==> src/rtl/core/bcba_pkg.sv <==
// shared widths, command and status codes, microcode step and branch codes
package bcba_pkg;

    // item field widths
    localparam int CMD_W   = 2;
    localparam int START_W = 10;
    localparam int LEN_W   = 11;
    localparam int STAT_W  = 2;
    localparam int FOUND_W = 10;

    // default map geometry
    localparam int DEF_BLOCK_COUNT = 1024;
    localparam int DEF_WORD_BITS   = 32;

    // command codes
    localparam logic [CMD_W-1:0] CMD_ALLOC   = 2'd0;
    localparam logic [CMD_W-1:0] CMD_MARK    = 2'd1;
    localparam logic [CMD_W-1:0] CMD_RELEASE = 2'd2;

    // status codes
    localparam logic [STAT_W-1:0] ST_OK    = 2'd0;
    localparam logic [STAT_W-1:0] ST_NOFIT = 2'd1;
    localparam logic [STAT_W-1:0] ST_BAD   = 2'd2;

    // microcode widths
    localparam int OP_W = 4;
    localparam int PC_W = 4;
    localparam int BR_W = 2;

    typedef logic [OP_W-1:0] t_op;
    typedef logic [PC_W-1:0] t_pc;
    typedef logic [BR_W-1:0] t_br;

    // datapath operations, one per control word
    localparam t_op OP_CLR   = 4'd0;
    localparam t_op OP_IDLE  = 4'd1;
    localparam t_op OP_DEC   = 4'd2;
    localparam t_op OP_USED  = 4'd3;
    localparam t_op OP_FREE  = 4'd4;
    localparam t_op OP_AFND  = 4'd5;
    localparam t_op OP_MSKIP = 4'd6;
    localparam t_op OP_MWR   = 4'd7;
    localparam t_op OP_REPLY = 4'd8;

    // program step addresses
    localparam t_pc P_CLR   = 4'd0;
    localparam t_pc P_IDLE  = 4'd1;
    localparam t_pc P_DEC   = 4'd2;
    localparam t_pc P_USED  = 4'd3;
    localparam t_pc P_FREE  = 4'd4;
    localparam t_pc P_AFND  = 4'd5;
    localparam t_pc P_MSKIP = 4'd6;
    localparam t_pc P_MWR   = 4'd7;
    localparam t_pc P_REPLY = 4'd8;

    // branch codes: two-way steps
    localparam t_br BR_WAIT = 2'd0;
    localparam t_br BR_GO   = 2'd1;
    // branch codes: decode
    localparam t_br BR_D_BAD   = 2'd0;
    localparam t_br BR_D_ALLOC = 2'd1;
    localparam t_br BR_D_RANGE = 2'd2;
    // branch codes: scan for used bit
    localparam t_br BR_U_GAP  = 2'd0;
    localparam t_br BR_U_ADV  = 2'd1;
    localparam t_br BR_U_HIT  = 2'd2;
    localparam t_br BR_U_MISS = 2'd3;
    // branch codes: scan for free bit
    localparam t_br BR_F_RUN  = 2'd0;
    localparam t_br BR_F_ADV  = 2'd1;
    localparam t_br BR_F_MISS = 2'd2;

endpackage

==> src/rtl/core/bitmap_contiguous_block_allocator.sv <==
// bitmap first-fit contiguous block allocator, top level with datapath and map memory
//
// One used/free bit per block, WORD_BITS bits to a word of an internal memory.
// Input channel (i_valid / o_stall): command, start_block, run_length; a transfer
// happens on a clock edge with i_valid high and o_stall low. Allocate finds the
// lowest free run of run_length blocks, marks it used and returns its start;
// mark and release set or clear a range. Output channel (o_valid / i_stall)
// carries status and found_start from an output register, so the next command is
// taken while a result still waits; a stalled result holds until taken.
// After reset a clearing pass writes zero to every word, with o_stall high. A
// rejected command goes from its transfer through the decode and reply steps to
// o_valid. Allocate steps word by word through the map and over each used run and
// each free run, takes one step to latch the run, then runs the marking pass.
// Mark, release and the allocate marking pass step over the words before the
// range, read the first word in it, then read-modify-write each word in the range
// in turn (a read-modify-write of the map memory), with dispatch and reply steps.
// One command is in work at a time; o_stall stays high until its reply step has
// loaded the output register.
module bitmap_contiguous_block_allocator #(
    parameter int BLOCK_COUNT = bcba_pkg::DEF_BLOCK_COUNT,
    parameter int WORD_BITS   = bcba_pkg::DEF_WORD_BITS
) (
    input  logic                          i_clk,
    input  logic                          i_rst_n,
    input  logic                          i_valid,
    output logic                          o_stall,
    input  logic [bcba_pkg::CMD_W-1:0]    i_command,
    input  logic [bcba_pkg::START_W-1:0]  i_start_block,
    input  logic [bcba_pkg::LEN_W-1:0]    i_run_length,
    output logic                          o_valid,
    input  logic                          i_stall,
    output logic [bcba_pkg::STAT_W-1:0]   o_status,
    output logic [bcba_pkg::FOUND_W-1:0]  o_found_start
);
    import bcba_pkg::*;

    localparam int WORD_COUNT = (BLOCK_COUNT + WORD_BITS - 1) / WORD_BITS;
    localparam int WIDX_W     = (WORD_COUNT > 1) ? $clog2(WORD_COUNT) : 1;
    localparam int POS_W      = $clog2(WORD_BITS);
    localparam int CNT_W      = $clog2(BLOCK_COUNT + WORD_BITS + 1);
    localparam int SUM_W      = ((CNT_W > LEN_W) ? CNT_W : LEN_W) + 1;
    localparam int PAD_BITS   = WORD_COUNT * WORD_BITS - BLOCK_COUNT;

    localparam logic [WORD_BITS-1:0] ONES      = '1;
    localparam logic [WORD_BITS-1:0] PAD_MASK  = ~(ONES >> PAD_BITS);
    localparam logic [CNT_W-1:0]     WB_CNT    = CNT_W'(WORD_BITS);
    localparam logic [SUM_W-1:0]     BC_SUM    = SUM_W'(BLOCK_COUNT);
    localparam logic [WIDX_W-1:0]    LAST_WIDX = WIDX_W'(WORD_COUNT - 1);
    localparam logic [POS_W-1:0]     LAST_POS  = POS_W'(WORD_BITS - 1);

    // lowest set bit of a word
    function automatic logic [POS_W-1:0] f_lowest(input logic [WORD_BITS-1:0] v);
        logic [POS_W-1:0] idx;
        idx = '0;
        for (int i = WORD_BITS - 1; i >= 0; i--) begin
            if (v[i]) begin
                idx = POS_W'(i);
            end
        end
        return idx;
    endfunction

    // sequencer link
    t_op uop;
    t_br br;

    // command registers
    logic [CMD_W-1:0]   r_cmd,   n_cmd;
    logic [START_W-1:0] r_start, n_start;
    logic [LEN_W-1:0]   r_len,   n_len;
    logic               r_set,   n_set;
    // work registers
    logic [STAT_W-1:0]  r_status, n_status;
    logic [CNT_W-1:0]   r_found,  n_found;
    logic [WIDX_W-1:0]  r_widx,   n_widx;
    logic [CNT_W-1:0]   r_base,   n_base;
    logic [POS_W-1:0]   r_pos,    n_pos;
    logic [CNT_W-1:0]   r_run,    n_run;
    logic [CNT_W-1:0]   r_cand,   n_cand;
    logic [CNT_W-1:0]   r_lo,     n_lo;
    logic [CNT_W-1:0]   r_hi,     n_hi;
    // output register
    logic               r_ovalid;
    logic [STAT_W-1:0]  r_ostatus;
    logic [FOUND_W-1:0] r_ofound;
    logic               out_load;

    // map memory
    logic [WORD_BITS-1:0] r_mem [WORD_COUNT];
    logic [WORD_BITS-1:0] r_rdata;
    logic                 mem_we;
    logic [WIDX_W-1:0]    mem_waddr;
    logic [WORD_BITS-1:0] mem_wdata;
    logic                 mem_re;
    logic [WIDX_W-1:0]    mem_raddr;

    // datapath terms
    logic                 accept;
    logic                 is_last;
    logic [WORD_BITS-1:0] word;
    logic [WORD_BITS-1:0] pos_mask;
    logic [WORD_BITS-1:0] used_m;
    logic [WORD_BITS-1:0] free_m;
    logic [POS_W-1:0]     low_idx;
    logic [WIDX_W-1:0]    widx_next;
    logic [CNT_W-1:0]     base_next;
    logic [CNT_W-1:0]     run_gap;
    logic [CNT_W-1:0]     run_tail;
    logic                 hit_gap;
    logic                 hit_tail;
    logic [SUM_W-1:0]     sum_range;
    logic                 cmd_range;
    logic                 bad;
    logic [CNT_W-1:0]     hi_alloc;
    logic [POS_W-1:0]     lo_bit;
    logic [POS_W-1:0]     hi_bit;
    logic                 hi_in;
    logic [WORD_BITS-1:0] wmask;
    logic [WORD_BITS-1:0] wnew;

    bcba_useq u_useq (
        .i_clk   (i_clk),
        .i_rst_n (i_rst_n),
        .i_br    (br),
        .o_op    (uop)
    );

    // handshake
    assign o_stall       = (uop != OP_IDLE);
    assign accept        = i_valid && !o_stall;
    assign o_valid       = r_ovalid;
    assign o_status      = r_ostatus;
    assign o_found_start = r_ofound;

    // word under scan, blocks past the map read as used
    assign is_last   = (r_widx == LAST_WIDX);
    assign word      = r_rdata | (is_last ? PAD_MASK : '0);
    assign pos_mask  = ONES << r_pos;
    assign used_m    = word & pos_mask;
    assign free_m    = ~word & pos_mask;
    assign low_idx   = f_lowest((uop == OP_FREE) ? free_m : used_m);
    assign widx_next = r_widx + WIDX_W'(1);
    assign base_next = r_base + WB_CNT;

    // run length so far against requested length
    assign run_gap  = r_run + (CNT_W'(low_idx) - CNT_W'(r_pos));
    assign run_tail = r_run + (WB_CNT - CNT_W'(r_pos));
    assign hit_gap  = SUM_W'(run_gap) >= SUM_W'(r_len);
    assign hit_tail = SUM_W'(run_tail) >= SUM_W'(r_len);

    // command checks
    assign sum_range = SUM_W'(r_start) + SUM_W'(r_len);
    assign cmd_range = (r_cmd == CMD_MARK) || (r_cmd == CMD_RELEASE);
    assign bad = (r_len == '0)
              || !((r_cmd == CMD_ALLOC) || cmd_range)
              || ((r_cmd == CMD_ALLOC) && (SUM_W'(r_len) > BC_SUM))
              || (cmd_range && (sum_range > BC_SUM));
    assign hi_alloc = CNT_W'(SUM_W'(r_cand) + SUM_W'(r_len) - SUM_W'(1));

    // range mask within the current word
    assign lo_bit = (r_lo > r_base) ? POS_W'(r_lo - r_base) : '0;
    assign hi_in  = (r_hi < base_next);
    assign hi_bit = hi_in ? POS_W'(r_hi - r_base) : LAST_POS;
    assign wmask  = (ONES << lo_bit) & (ONES >> (LAST_POS - hi_bit));
    assign wnew   = r_set ? (r_rdata | wmask) : (r_rdata & ~wmask);

    // datapath operations
    always_comb begin
        n_cmd     = r_cmd;
        n_start   = r_start;
        n_len     = r_len;
        n_set     = r_set;
        n_status  = r_status;
        n_found   = r_found;
        n_widx    = r_widx;
        n_base    = r_base;
        n_pos     = r_pos;
        n_run     = r_run;
        n_cand    = r_cand;
        n_lo      = r_lo;
        n_hi      = r_hi;
        mem_we    = 1'b0;
        mem_waddr = r_widx;
        mem_wdata = '0;
        mem_re    = 1'b0;
        mem_raddr = r_widx;
        out_load  = 1'b0;
        br        = BR_WAIT;
        unique case (uop)
            OP_CLR: begin
                mem_we = 1'b1;
                if (is_last) begin
                    br = BR_GO;
                end else begin
                    n_widx = widx_next;
                end
            end
            OP_IDLE: begin
                if (accept) begin
                    n_cmd   = i_command;
                    n_start = i_start_block;
                    n_len   = i_run_length;
                    br      = BR_GO;
                end
            end
            OP_DEC: begin
                n_status  = bad ? ST_BAD : ST_OK;
                n_found   = '0;
                n_widx    = '0;
                n_base    = '0;
                n_pos     = '0;
                n_run     = '0;
                n_cand    = '0;
                n_lo      = CNT_W'(r_start);
                n_hi      = CNT_W'(sum_range - SUM_W'(1));
                n_set     = (r_cmd != CMD_RELEASE);
                mem_re    = 1'b1;
                mem_raddr = '0;
                priority if (bad) begin
                    br = BR_D_BAD;
                end else if (r_cmd == CMD_ALLOC) begin
                    br = BR_D_ALLOC;
                end else begin
                    br = BR_D_RANGE;
                end
            end
            OP_USED: begin
                if (used_m == '0) begin
                    priority if (hit_tail) begin
                        br = BR_U_HIT;
                    end else if (is_last) begin
                        n_status = ST_NOFIT;
                        br       = BR_U_MISS;
                    end else begin
                        n_widx    = widx_next;
                        n_base    = base_next;
                        n_pos     = '0;
                        n_run     = run_tail;
                        mem_re    = 1'b1;
                        mem_raddr = widx_next;
                        br        = BR_U_ADV;
                    end
                end else if (hit_gap) begin
                    br = BR_U_HIT;
                end else begin
                    n_pos = low_idx;
                    br    = BR_U_GAP;
                end
            end
            OP_FREE: begin
                if (free_m == '0) begin
                    if (is_last) begin
                        n_status = ST_NOFIT;
                        br       = BR_F_MISS;
                    end else begin
                        n_widx    = widx_next;
                        n_base    = base_next;
                        n_pos     = '0;
                        mem_re    = 1'b1;
                        mem_raddr = widx_next;
                        br        = BR_F_ADV;
                    end
                end else begin
                    n_cand = r_base + CNT_W'(low_idx);
                    n_pos  = low_idx;
                    n_run  = '0;
                    br     = BR_F_RUN;
                end
            end
            OP_AFND: begin
                n_lo    = r_cand;
                n_hi    = hi_alloc;
                n_found = r_cand;
                n_widx  = '0;
                n_base  = '0;
                br      = BR_GO;
            end
            OP_MSKIP: begin
                if (base_next <= r_lo) begin
                    n_widx = widx_next;
                    n_base = base_next;
                end else begin
                    mem_re = 1'b1;
                    br     = BR_GO;
                end
            end
            OP_MWR: begin
                mem_we    = 1'b1;
                mem_wdata = wnew;
                if (hi_in) begin
                    br = BR_GO;
                end else begin
                    n_widx    = widx_next;
                    n_base    = base_next;
                    mem_re    = 1'b1;
                    mem_raddr = widx_next;
                end
            end
            OP_REPLY: begin
                if (!r_ovalid || !i_stall) begin
                    out_load = 1'b1;
                    br       = BR_GO;
                end
            end
            default: begin
                br = BR_WAIT;
            end
        endcase
    end

    // map memory, one write and one registered read per cycle
    always_ff @(posedge i_clk) begin
        if (mem_we) begin
            r_mem[mem_waddr] <= mem_wdata;
        end
    end

    always_ff @(posedge i_clk) begin
        if (mem_re) begin
            r_rdata <= r_mem[mem_raddr];
        end
    end

    // control registers
    always_ff @(posedge i_clk) begin
        if (!i_rst_n) begin
            r_widx   <= '0;
            r_ovalid <= 1'b0;
        end else begin
            r_widx <= n_widx;
            if (out_load) begin
                r_ovalid <= 1'b1;
            end else if (!i_stall) begin
                r_ovalid <= 1'b0;
            end
        end
    end

    // work and payload registers
    always_ff @(posedge i_clk) begin
        r_cmd    <= n_cmd;
        r_start  <= n_start;
        r_len    <= n_len;
        r_set    <= n_set;
        r_status <= n_status;
        r_found  <= n_found;
        r_base   <= n_base;
        r_pos    <= n_pos;
        r_run    <= n_run;
        r_cand   <= n_cand;
        r_lo     <= n_lo;
        r_hi     <= n_hi;
        if (out_load) begin
            r_ostatus <= r_status;
            r_ofound  <= FOUND_W'(r_found);
        end
    end

    // a result appears only from the reply step
    a_out_from_reply: assert property (@(posedge i_clk) disable iff (!i_rst_n)
        $rose(r_ovalid) |-> $past(uop == OP_REPLY))
        else $error("result register loaded outside reply step");

    // a taken command is decoded in the next cycle
    a_dec_after_accept: assert property (@(posedge i_clk) disable iff (!i_rst_n)
        accept |=> (uop == OP_DEC))
        else $error("accepted command not decoded");

    // the run scan only runs for allocate
    a_scan_alloc_only: assert property (@(posedge i_clk) disable iff (!i_rst_n)
        ((uop == OP_USED) || (uop == OP_FREE)) |-> (r_cmd == CMD_ALLOC))
        else $error("run scan for a non-allocate command");

    // every marking write touches a word that overlaps the range
    a_write_in_range: assert property (@(posedge i_clk) disable iff (!i_rst_n)
        (uop == OP_MWR) |-> ((r_lo < base_next) && (r_hi >= r_base)))
        else $error("marking write outside the range");

endmodule

==> src/rtl/core/bcba_useq.sv <==
// microcode sequencer: step counter, control store and four-way branch
module bcba_useq (
    input  logic           i_clk,
    input  logic           i_rst_n,
    input  bcba_pkg::t_br  i_br,
    output bcba_pkg::t_op  o_op
);
    import bcba_pkg::*;

    typedef struct packed {
        t_op op;
        t_pc tgt3;
        t_pc tgt2;
        t_pc tgt1;
        t_pc tgt0;
    } t_uword;

    // control store: operation plus next step for each branch code
    function automatic t_uword f_urom(input t_pc pc);
        t_uword w;
        unique case (pc)
            P_CLR:   w = '{op: OP_CLR,   tgt3: P_IDLE,  tgt2: P_IDLE,
                           tgt1: P_IDLE,  tgt0: P_CLR};
            P_IDLE:  w = '{op: OP_IDLE,  tgt3: P_IDLE,  tgt2: P_IDLE,
                           tgt1: P_DEC,   tgt0: P_IDLE};
            P_DEC:   w = '{op: OP_DEC,   tgt3: P_REPLY, tgt2: P_MSKIP,
                           tgt1: P_USED,  tgt0: P_REPLY};
            P_USED:  w = '{op: OP_USED,  tgt3: P_REPLY, tgt2: P_AFND,
                           tgt1: P_USED,  tgt0: P_FREE};
            P_FREE:  w = '{op: OP_FREE,  tgt3: P_REPLY, tgt2: P_REPLY,
                           tgt1: P_FREE,  tgt0: P_USED};
            P_AFND:  w = '{op: OP_AFND,  tgt3: P_MSKIP, tgt2: P_MSKIP,
                           tgt1: P_MSKIP, tgt0: P_MSKIP};
            P_MSKIP: w = '{op: OP_MSKIP, tgt3: P_MWR,   tgt2: P_MWR,
                           tgt1: P_MWR,   tgt0: P_MSKIP};
            P_MWR:   w = '{op: OP_MWR,   tgt3: P_REPLY, tgt2: P_REPLY,
                           tgt1: P_REPLY, tgt0: P_MWR};
            P_REPLY: w = '{op: OP_REPLY, tgt3: P_IDLE,  tgt2: P_IDLE,
                           tgt1: P_IDLE,  tgt0: P_REPLY};
            default: w = '{op: OP_IDLE,  tgt3: P_IDLE,  tgt2: P_IDLE,
                           tgt1: P_IDLE,  tgt0: P_IDLE};
        endcase
        return w;
    endfunction

    t_pc    r_pc;
    t_pc    n_pc;
    t_uword uword;

    assign uword = f_urom(r_pc);
    assign o_op  = uword.op;

    // next step from branch code
    always_comb begin
        unique case (i_br)
            2'd0:    n_pc = uword.tgt0;
            2'd1:    n_pc = uword.tgt1;
            2'd2:    n_pc = uword.tgt2;
            default: n_pc = uword.tgt3;
        endcase
    end

    // step counter, starts with the map clear
    always_ff @(posedge i_clk) begin
        if (!i_rst_n) begin
            r_pc <= P_CLR;
        end else begin
            r_pc <= n_pc;
        end
    end

endmodule

==> config.mk <==
export PLATFORM = sky130hd
export DESIGN_NAME = bitmap_contiguous_block_allocator
export DESIGN_NICKNAME = d
export VERILOG_FILES = /design/src/rtl/core/bcba_pkg.sv /design/src/rtl/core/bitmap_contiguous_block_allocator.sv /design/src/rtl/core/bcba_useq.sv
export SDC_FILE = /design/constraint.sdc
export NUM_CORES = 2
export LEC_CHECK = 0
export BUFFER_PORTS_ARGS = -buffer_cell sky130_fd_sc_hd__buf_2
export CAP_MARGIN = 20
export CORE_MARGIN = 2
export CORE_UTILIZATION = 60
export DETAILED_ROUTE_END_ITERATION = 12
export HOLD_SLACK_MARGIN = 0.06
export PLACE_DENSITY = 0.76
export SLEW_MARGIN = 40
export SYNTH_ARGS = -nofsm -noshare
export SYNTH_HDL_FRONTEND = slang
export SYNTH_HIERARCHICAL = 1
export SYNTH_SLANG_ARGS = --single-unit
==> constraint.sdc <==
create_clock -name i_clk -period 11.7 [get_ports i_clk]
set_clock_uncertainty 0.15 [all_clocks]
set_input_delay 2.925 -clock i_clk [delete_from_list [all_inputs] [get_ports i_clk]]
set_output_delay 2.925 -clock i_clk [all_outputs]
set_load 0.005 [all_outputs]
==> impl_metrics.toml <==
[sta]
finalSetupViolCount = 0
max_slew_margin = 0.383
final.setup.tns_ps = 0
fin_crit_ps = 9940
finalMaxSlewViolations = 0
fin_crit_sh = 0.850
max_freq_ghz = 0.101
rsz0062_at_grt = "no"
worst_pin_slew_ps = 918
hold_violations = 0
fin_hold_ws_ps = 259

[route]
vias_per_cell = 7.16
wl_per_cell_um = 28.9
drt_iter0_drc = 5646
drc = 0
vias = 38213
dr.pass1.iters = 10
ant_nets = 0
drt-total-wl_mm = 154

[run]
cap_violations = 0

[worst_setup_path]
path_buf_inv = 3
startpoint_type = "flop"
cp.required_ps = 12130
cp_max_fo = 45
cpMostUsedCell = "a21oi_1"
worstSetupEndpointType = "flop"
cp_slowest_cell = "o31ai_1"
cp.arrival_ps = 10370
crit_type = "reg2reg"
slowest_delay_ps = 620
critical-path-top-delay-family = "compound AO/OA/AOI/OAI gates"

[layout]
n_fill_cell = 6201
final_common_cell = "edfxtp_1"
layout_common_cells = "edfxtp_1 (1159), o21ai_0 (563), nand3_1 (290)"
final-instance-count-excl-fill = 5339
fin_nets = 4219
drive_gt1_frac = 0.106
final_util = 0.665
synthToLayoutAreaGrowth_pct = 9.79

[synthesis]
synth.top_cell.area_share = 0.650
synth-edff-count = 1159
synth_seq_area_share = 0.659
syn_nets = 4343
synth_area_leaders = "edfxtp_1 (65%), o21ai_0 (5.3%), a32oi_1 (4.2%)"
syn_avg_cell_area_um2 = 12.7
synthArstFlopShare = 0
ys_warn_count = 6
syn_area_um2 = 53500
ys.flop_type = "edfxtp_1"
ys_ff_latch = 1183
synth_top_area_cell = "edfxtp_1"
ys_types = 88
syn-instance-count = 4201

[clock_tree]
cts_tree = "done"
h-tree-depth = 3
cts_setup_buffers = 0
cts-resized-gates = 0
path_clk_slew_ps = 60
clock_latency_ps = 720
cts_hold_buf = 0
cts-buffers-inserted = 115
cts_root_buf = "clkbuf_16"
clock_sinks = 1183
clock_path_buffers = 3

[place]
place_inst = 5121
port_buffers = 40
gp_congestion = 0.972
hpwl_mm = 82.3

[global_route]
grt_pass1_wl_mm = 228
grt_pass1_vias = 35778
antenna_found_initial = 1
grt.total_usage = 0.333
globalRouteOverflowTotal = 0
use_met2 = 0.525
grt_max_degree = 180
grt_util_met3 = 0.0552
grtUsageMet1 = 0.460
top_usage_layer = "met2"

[power_and_ir_drop]
p_leak_nw = 18.1
peakVddDrop_mv = 0.155
power_density_nw_per_um2 = 206

[floorplan]
io_pins = 41
coreArea_um2 = 88400
initial_utilization = 0.606
dieArea_um2 = 91600
rows = 109
fp.dieH_um = 303
dieWidth_um = 303

[worst_hold_path]
worstHoldPathType = "reg2reg"

[run_status]
status = "finished, final reports clean"
-- registers in the layout (all words and copies together) (netlist names), 5 cells and up --
register / cells
r_cand: 11
mem_waddr: 5
r_base: 6
r_found: 10
r_len: 11
r_start: 10
r_pos: 5
r_run: 11
r_hi: 11
r_mem: 1024
u_useq/uword: 18
r_lo: 11
r_rdata: 32
o_found_start: 10
-- cells in the mapped netlist (all sizes together), types with 12 or more instances --
cell type and n:
edfxtp 1159, o21ai 583, nand3 296, clkbuf 294, a31oi 273, a32oi 257
nor2 172, o22ai 140, a21oi 119, inv 112, ha 110, buf 95
nand2 68, xnor2 66, nor3 39, nor4 39, a21o 37, mux2i 30
dfxtp 24, and2 21, nand2b 21, nor2b 18, o21bai 18, or3 16
o211ai 14, xor2 14, a211oi 13, nand4 13, and3 12
-- kinds of logic (layout without fill, tap and decap cells) --
kind of cell,count (synthesis),after routing,synth area share
compound gates,1536,1536,0.184
mux,37,37,0.00778
xor+xnor,80,80,0.0131
other cells,0,2,0
simple gates,745,745,0.0694
fa+ha+maj,119,119,0.0283
buf+inv,501,472,0.0379
flops,1183,1183,0.659
-- worst register-to-register path, delay by kind of cell, from the launching register on --
| family | cells | cell delay (ps) |
|---|---|---|
| compound gates | 22 | 5000 |
| xor+xnor | 2 | 280 |
| mux | 1 | 260 |
| simple gates | 6 | 1290 |
| buf+inv | 3 | 740 |
| flops | 1 | 550 |
| fa+ha+maj | 5 | 1580 |
-- worst paths after layout --
check	startpoint	endpoint	slack, ps	cells after the start
setup / recovery	u_useq/uword[1]	u_useq/uword[4]	1760	39
hold / removal	r_found[0]	o_found_start[0]	260	0
hold reg to reg	r_found[0]	o_found_start[0]	260	0
setup reg to reg	u_useq/uword[1]	u_useq/uword[4]	1760	39
-- where the power goes --
part	leakage, nW	switching (W)	internal [W]
registers	9.22	0.000110	0.00495
logic	7.09	0.00222	0.00111
clock network	1.80	0.00161	0.00209
-- per-layer routing --
layer	share of wire	vias up
met4	0.046	2
met2	0.47	2421
li1	-	16445
met5	0.000084	-
met3	0.10	405
met1	0.38	18940
-- area by class of cell --
cell class	count	area, µm²	share of cell area
flip-flops and latches	1183	35300	0.600
repair buffers	148	1160	0.0198
clock inverters	73	753	0.0128
multi-input cells	2517	16700	0.284
clock buffers	139	2990	0.0509
well taps	1165	1460	0.0248
diodes	2	5.00	0.0000851
inverters	112	420	0.00715
-- stage by stage --
step	power [W]	area [µm²]	worst slack, ps
finish	0.0121	58800	1760
detailed placement	0.00839	55000	1900
global route	0.0126	58800	949
floorplan	0.00743	53500	3200
CTS	0.0121	58700	1880
global placement	0.00831	54800	1800
No activity file was read; power rests on OpenSTA's default activity.
